### config.mk
export PLATFORM = sky130hd
export DESIGN_NAME = npst_stats
export DESIGN_NICKNAME = d
export VERILOG_FILES = /design/src/npst_pkg.sv /design/src/npst_stats.sv
export SDC_FILE = /design/constraint.sdc
export NUM_CORES = 1
export LEC_CHECK = 0
export BUFFER_PORTS_ARGS = -buffer_cell sky130_fd_sc_hd__buf_4
export CORE_MARGIN = 5
export CORE_UTILIZATION = 58
export CTS_BUF_LIST = sky130_fd_sc_hd__clkbuf_4 sky130_fd_sc_hd__clkbuf_8 sky130_fd_sc_hd__clkbuf_16
export DETAILED_ROUTE_END_ITERATION = 16
export PLACE_DENSITY = 0.82
export SLEW_MARGIN = 25
export SYNTH_ARGS = -nofsm -noshare
export SYNTH_HDL_FRONTEND = slang
export SYNTH_SLANG_ARGS = --single-unit
### constraint.sdc
create_clock -name clk -period 4.95 [get_ports clk]
set_input_delay 1.2375 -clock clk [delete_from_list [all_inputs] [get_ports clk]]
set_output_delay 1.2375 -clock clk [all_outputs]
set_load 0.02 [all_outputs]
### src/npst_pkg.sv
// npst_pkg: field widths, operation and page condition codes, and the
// shared structs of the NAND page state tracker. No dependencies.
package npst_pkg;

  localparam int OP_W      = 3;
  localparam int BLK_IDX_W = 8;
  localparam int PG_IDX_W  = 6;
  localparam int TAG_W     = 32;
  localparam int VCNT_W    = 7;
  localparam int ERASE_W   = 32;
  localparam int TOT_W     = 64;

  typedef enum logic [OP_W-1:0] {
    OP_READ  = 3'd0,
    OP_WRITE = 3'd1,
    OP_INVAL = 3'd2,
    OP_ERASE = 3'd3,
    OP_STATS = 3'd4
  } op_t;

  typedef enum logic [1:0] {
    COND_FREE  = 2'd0,
    COND_VALID = 2'd1,
    COND_STALE = 2'd2
  } cond_t;

  // per-block counts, kept at the top of each block row
  typedef struct packed {
    logic [ERASE_W-1:0] erases;
    logic [VCNT_W-1:0]  valid_pages;
  } blk_cnt_t;

  typedef struct packed {
    logic rd;
    logic wr;
    logic er;
    logic inv;
  } stat_inc_t;

  typedef struct packed {
    logic [TOT_W-1:0] reads;
    logic [TOT_W-1:0] writes;
    logic [TOT_W-1:0] erases;
    logic [TOT_W-1:0] invals;
  } stat_tot_t;

endpackage

### src/npst_stats.sv
// npst_stats: the four global request counters, wrapping at 2^64.
// Depends on npst_pkg for stat_inc_t and stat_tot_t.
module npst_stats (
  input  logic                 clk,
  input  logic                 rst_n,
  input  logic                 upd,
  input  npst_pkg::stat_inc_t  inc,
  output npst_pkg::stat_tot_t  tot_nxt
);

  npst_pkg::stat_tot_t tot_r;

  always_comb begin
    tot_nxt        = tot_r;
    tot_nxt.reads  = tot_r.reads  + npst_pkg::TOT_W'(inc.rd);
    tot_nxt.writes = tot_r.writes + npst_pkg::TOT_W'(inc.wr);
    tot_nxt.erases = tot_r.erases + npst_pkg::TOT_W'(inc.er);
    tot_nxt.invals = tot_r.invals + npst_pkg::TOT_W'(inc.inv);
  end

  always_ff @(posedge clk) begin
    if (!rst_n) begin
      tot_r <= '0;
    end else if (upd) begin
      tot_r <= tot_nxt;
    end
  end

endmodule
# Word level (Yosys, flattened, before mapping)
# Index checks and enable logic that the tools add are counted.
[classes]
addsub = 4
[ops]
columns = ["operator", "count"]
rows = [
  ["64-bit by 1-bit adder with 64-bit output", 4],
]
[word_totals]
ff_bits = 256

# Logic depth before layout (Yosys ltp)
# Gate-level depths: netlist of run 1.
[logic_depth]
ltp_word = 1
depth_mapped = 8
mapped_depth_nobuf = 7

# Worst setup path before layout of run 1
# No wires, ideal clock.
[synth_path]
path_kind = "input port to output port"
from = "in inc[2] (netlist name)"
to = "out tot_nxt[178] (netlist name)"
required_ps = 3713
stages = 8
slack_ps = 361
arrival_ps = 3351
cell_sequence = "ha_1 -> ha_1 -> nand3_1 -> nor4_4 -> nand3_2 -> clkbuf_1 -> nor3_1 -> xor2_1"
[synth_lines]
columns = ["item", "line_no", "source"]
rows = [
  ["start, declared", "npst_stats.sv:7", "input npst_pkg::stat_inc_t inc,"],
  ["end, declared", "npst_stats.sv:8", "output npst_pkg::stat_tot_t tot_nxt"],
]

==> results.md, run 1 <==
* Fillcell total at 2353
* Hold path cells at 2
* Pre-Repair DR Iteration Count at 6
* Reg-to-reg startpoint: tot_r[30]$_SDFFE_PN0P_
* Hpwl dp at 37400 µm
* Setup WS pre-CTS at 0.157 ns
* Number of max-cap violations at 0
* Synth area leader: dfxtp_1
* Max reg flops at 256
* Switching part of the total at 22.2%
* Area post-placement at 18800 µm²
* Crit path capture type: output pin
* Post-synth top area share at 30.9%
* Mapped Area at 16600 µm²
* CTS buffer count at 30
* Post-synthesis async set-or-reset flop share at 0%
* Comb pwr share at 2.6%
* Max Clock Freq at 208 MHz
* Clock transition at path regs at 0.06 ns
* DR vias at 17300
* Global-route wire length before repair at 82000 µm
* Final period util at 97.1%
* Die area at 32100 µm²
* Vias in the first global route at 15900
* Post-Route WL at 51500 µm
* Syn Inst Count at 2180
* Min Tclk post-route at 4.80 ns
* Clk buf depth at 3
* Initial core utilization at 58.3%
* Yosys reg bits at 256
* Max-Slew Margin vs Limit at 44.6%
* Critical path class: in -> out
* Num rows at 62
* Leakage power total at 0.00761 µW
* Design Area, Final at 19800 µm²
* Routed wl met2 at 24300 µm
* CTS tree: built
* CTS Root Cell: clkbuf_16
* Crit path DAT at 3.57 ns
* Ports at 263
* Syn Nets at 2195
* Top post-synthesis cells by area: dfxtp_1 31%, xor2_1 13%, xnor2_1 6.7%
* Run status: finished, final reports clean
* CP required at 3.71 ns
* Post-synth cell types at 49
* Top reg by flops: tot_r
* Number of buffers added on ports at 262
* Diodes inserted at 0
* Antenna-violating nets left at 0
* Drt drc at 0
* Clock Skews at 0.0114 ns
* Syn_area_per_cell at 7.61 µm²
* Crit path max fanout at 16
* All-Layer GR Usage at 30.7%
* Largest net degree at the start of global routing at 97
* Yosys warns at 0
* RSZ-0062 raised after global routing: true
* Die width at 179 µm
* # setup viols final at 0
* HP Class: reg -> reg
* Routed wl met3 at 4430 µm
* Post-synth EDFFs at 0
* Clk sinks at 256
* Layout cells sized above 1 at 16.5%
* Seq/Total Area, Yosys at 30.9%
* Hold Violations, Final at 0
* Pwr/cell area at 225 nW/µm²
* Worst skew pair latency at 0.55 ns
* Max-slew violation count at 0
* R2R cell count at 5
* Initial antenna violation count at 0
* Slack of the worst reg-to-reg path at 2.01 ns
* Worst-Margin Slew at 0.824 ns
* RePlAce Congestion at 0.968
* Final net count at 2385
* Largest registers: tot_r: 256 flops
* Post-cts sizing count at 0
* Worst r2r dst: tot_r[57]$_SDFFE_PN0P_
* Setup ws final at 0.145 ns
* Area growth syn-to-layout at 19.3%
* Starting DRT DRC Count at 1809
* Hold worst-path end: tot_r[255]$_SDFFE_PN0P_
* Pint at 3460 µW
* Clock Power Share at 50.8%
* H-Tree Depth at 1
* Most used DFF post-synth: dfxtp_1
* Wirelength per Cell at 18.6 µm
* DR top layer: met4
* Sequential Power Share at 46.5%
* Sw Pwr at 988 µW
* Overall die height at 179 µm
* Hold_sp: tot_r[255]$_SDFFE_PN0P_
* Met1 WL at 21100 µm
* Startpoint types: input port
* Worst vdd ir at 259 µV
* Gr ovfl total at 0
* Via/cell ratio at 6.23
* Core ar. at 28500 µm²
[power groups by stage]
stage                     clock network (µW)  logic, µW  registers [µW]
final                                   2260        118            2070
after global routing                    2370        126            2070
after CTS                               2280        117            2070
after detailed placement                   0        117            2110
after global placement                     0        115            2110
after floorplan                            0       75.7            2110
[kinds of logic (layout without fill, tap and decap cells)]
kind of cell / after synthesis / in the layout / synth area share, %
buf+inv: 161 / 371 / 3.88
simple gates: 1149 / 1149 / 36.5
compound gates: 212 / 212 / 7.13
fa+ha+maj: 8 / 8 / 0.604
xor+xnor: 376 / 376 / 19.9
flops: 256 / 256 / 30.9
mux: 18 / 18 / 1.09
[final cells by class]
cell class / instances / area (µm²) / area share (%)
clock inverters: 10 / 105 / 0.531
repair buffers: 302 / 2280 / 11.5
well taps: 384 / 480 / 2.43
inverters: 17 / 68.8 / 0.348
clock buffers: 42 / 902 / 4.56
flip-flops and latches: 256 / 5120 / 25.9
multi-input cells: 1763 / 10800 / 54.7
[layout by cell type, fill, tap and decap left out, types with 3 or more instances in the layout]
cell type  netlist  routed
a21oi_1        100     100
and2_1          22      22
and3_1          34      34
and4_1          13      13
buf_4            0     301
clkbuf_16        0      31
clkbuf_4         0       4
clkbuf_8         0       7
clkinv_2         0       6
dfxtp_1        256     256
ha_1             8       8
inv_1           17      16
mux2i_1         18      18
nand2_1        164     164
nand2b_1        15      15
nand3_1        166     166
nand3_2          4       4
nand4_1        162     162
nand4_2          3       3
nor2_1         275     275
nor3_1          86      86
nor4_1          50      49
nor4_2           8       9
nor4_4           4       4
o211ai_1         3       3
o21ai_0         64      64
o21bai_1         6       6
o31ai_1         37      37
or2_2            8       8
or3_1           74      74
or4_1           42      42
or4_2            4       4
xnor2_1        127     127
xor2_1         249     249
[cells in the mapped netlist (all sizes together) (64+ instances only)]
cell type,count
a21oi,100
clkbuf,113
dfxtp,256
nand2,164
nand3,171
nand4,165
nor2,275
nor3,87
o21ai,64
or3,76
xnor2,127
xor2,249
[layer usage]
layer,GRT usage (%),vias up
met5,0,-
met4,10.9,0
met3,4.43,118
met2,51.0,826
met1,40.8,8244
li1,-,8103
[critical path: stages]
cell and delay, ns:
buf_4 0.08, ha_1 0.26, ha_1 0.27, nand3_1 0.17, nor4_4 0.37, buf_4 0.27, nand4_1 0.27, nor3_1 0.30
xor2_1 0.17, buf_4 0.16
[metrics by stage]
stage	hold slack (ns)	TNS [ns]	total power (µW)	std cells	util [%]
after floorplan	0.454	0	2190	2180	-
after global placement	0.463	0	2230	2721	65.9
after detailed placement	0.476	0	2230	2721	65.9
after CTS	0.485	0	4470	2773	69.5
after global routing	0.517	-0.0210	4560	2774	69.5
final	0.483	0	4440	2774	69.5
[how the worst max path moves through the flow]
stage                 from      endpoint  cells past startpoint  slack [ns]
floorplan           inc[2]  tot_nxt[178]                      8        0.36
global placement    inc[2]  tot_nxt[190]                     10        0.23
detailed placement  inc[2]  tot_nxt[190]                     10        0.16
CTS                 inc[2]  tot_nxt[190]                     10        0.14
global route        inc[2]  tot_nxt[188]                      9       -0.01
finish              inc[2]  tot_nxt[190]                     10        0.15
[repair_timing]
| item | CTS | global route |
|---|---|---|
| buffers inserted | 0 | 1 |
| hold buffers | 0 | 0 |
| endpoints found under the setup margin | 0 | 2 |
Power figures use the tool's default switching activity.
==> run 2: changes to the inputs <==
--- a/config.mk
+++ b/config.mk
@@ -9,8 +9,9 @@
 export CORE_MARGIN = 5
 export CORE_UTILIZATION = 58
 export CTS_BUF_LIST = sky130_fd_sc_hd__clkbuf_4 sky130_fd_sc_hd__clkbuf_8 sky130_fd_sc_hd__clkbuf_16
+export CTS_CLUSTER_SIZE = 25
 export DETAILED_ROUTE_END_ITERATION = 16
-export PLACE_DENSITY = 0.82
+export PLACE_DENSITY_LB_ADDON = 0.1
 export SLEW_MARGIN = 25
 export SYNTH_ARGS = -nofsm -noshare
 export SYNTH_HDL_FRONTEND = slang
==> run 2 against run 1 <==
Critical path depth is the same; hold slack better by 0.0032 ns; sequential cell count did not move; core utilization up 0.50 points; non-clock buffer count rose by 1; routed wire length shrank 0.91%; total power grew 6.1%; sequential power about the same; critical endpoint is now tot_nxt[176].
==> results.md, run 2 (synthesis results as in run 1) <==
* Run status: finished, final reports clean
* RSZ-0062 raised after global routing: false
* CTS tree: built
* Global-route wire length before repair at 81800 µm
* Starting DRT DRC Count at 1425
* Core ar. at 28500 µm²
* Largest registers: tot_r: 256 flops
* Area growth syn-to-layout at 20.1%
* Worst skew pair latency at 0.56 ns
* Sequential cell area at 5120 µm²
* Initial antenna violation count at 0
* Ports at 263
* Setup TNS at 0 ns
* Worst path slowest cell: nor4_4
* Via/cell ratio at 6.15
* Commonest non-fill, non-tap cell in the layout: buf_4
* Hold Violations, Final at 0
* Fillcell total at 2450
* H-Tree Depth at 1
* Die area at 32100 µm²
* Antenna-violating nets left at 0
* Clk buf depth at 3
* Pre-Repair DR Iteration Count at 5
* Wirelength per Cell at 18.4 µm
* DR vias at 17100
* RePlAce Congestion at 0.911
* Post-Route WL at 51000 µm
* Final Util at 70.0%
* Max-Slew Margin vs Limit at 36.6%
* Overall die height at 179 µm
* Worst-Margin Slew at 0.951 ns
* CTS Root Cell: clkbuf_16
* Total chip power at 4720 µW
* Initial core utilization at 58.3%
* Top cell by count, worst path: buf_4
* # setup viols final at 0
* Vias in the first global route at 15700
* Number of buffers added on ports at 262
* CTS buffer count at 30
* Die width at 179 µm
* Final period util at 97.1%
* All-Layer GR Usage at 30.6%
* Hpwl dp at 36700 µm
* Min Tclk post-route at 4.81 ns
* Cell Chain, Critical Path: buf_4, ha_1, ha_1, nand3_1, nor4_4, buf_4, nand2_1, nor2_1, xor2_1, buf_4
* CTS Hold Bufs at 0
* Gr ovfl total at 0
* Largest net degree at the start of global routing at 119
* Crit path capture type: output pin
* Clock transition at path regs at 0.06 ns
* Hold Slack at 0.486 ns
* Crit path DAT at 3.57 ns
* Layout cells sized above 1 at 16.6%
* HP Class: reg -> reg
* Critical path class: in -> out
* Number of max-cap violations at 0
* Pwr/cell area at 237 nW/µm²
* Multi-input gate area at 10800 µm²
* Num rows at 62
* Clk sinks at 256
* Final net count at 2386
* CP required at 3.71 ns
* Clock Skews at 0.0116 ns
* Commonest cells after routing, fill and taps aside: 302 x buf_4, 275 x nor2_1, 256 x dfxtp_1
* Top reg by flops: tot_r
* Crit-path max cell delay at 0.49 ns
* Max-slew violation count at 0
* Leakage power total at 0.00767 µW
* Max reg flops at 256
* Crit path max fanout at 14
* Max Clock Freq at 208 MHz
* Drt drc at 0
* Worst vdd ir at 270 µV
* Diodes inserted at 0
* Startpoint types: input port
-- run 2: cell types whose count changed in the layout (fill, tap and decap cells not counted), sizes merged --
cell,before,now
bufinv,2,8
clkinv,6,11
inv,17,18
buf,302,303
clkbuf,42,33
-- run 2: repair_timing --
item	CTS	global route
endpoints found under the hold margin	0	0
endpoints found under the setup margin	0	3
buffers inserted	0	1
gates resized for setup	0	1
-- run 2: metrics by stage --
| stage | instances | worst slack (ns) | instance area [µm²] |
|---|---|---|---|
| 3_3_place_gp | 2722 | 0.186 | 18800 |
| 5_1_grt | 2778 | 0.00879 | 19900 |
| 2_1_floorplan | 2180 | 0.361 | 16600 |
| 4_1_cts | 2777 | 0.134 | 19900 |
| 6_report | 2778 | 0.145 | 19900 |
| 3_5_place_dp | 2722 | 0.149 | 18800 |
-- run 2: layout make-up --
| type | count | share of cell area [%] |
|---|---|---|
| multi-input combinational | 1763 | 54.4 |
| sequential | 256 | 25.7 |
| timing repair buffer | 303 | 11.5 |
| clock buffer | 33 | 4.03 |
| tap | 384 | 2.41 |
| clock inverter | 22 | 1.66 |
| inverter | 17 | 0.345 |
-- run 2: final timing paths --
kind	start	end	slack, ns	cells after the start
max	inc[2]	tot_nxt[176]	0.14	10
min	tot_r[127]$_SDFFE_PN0P_	tot_r[127]$_SDFFE_PN0P_	0.49	2
max reg2reg	tot_r[30]$_SDFFE_PN0P_	tot_r[57]$_SDFFE_PN0P_	2.09	5
min reg2reg	tot_r[127]$_SDFFE_PN0P_	tot_r[127]$_SDFFE_PN0P_	0.49	2
-- run 2: report_power, final --
group | switching, µW | internal (µW) | leakage (µW) | total (µW)
registers | 3.89 | 2060 | 0.00206 | 2070
logic | 87.4 | 28.4 | 0.00505 | 116
clock network | 945 | 1590 | 0.000558 | 2530
total | 1040 | 3680 | 0.00767 | 4720
-- run 2: critical path: cells and delay by family --
family	cells	cell delay, ns
AND/OR/NAND/NOR	4	1.04
buffers and inverters	3	0.54
adder cells (fa/ha/maj)	2	0.50
XOR/XNOR	1	0.24
-- run 2: per-layer routing --
metal,GRT usage (%),up-vias,part of all wire [%]
met5,0,-,0
met4,8.63,0,3.1
met3,4.24,108,8.3
met2,50.7,771,47
met1,41.8,8100,42
li1,-,8104,-
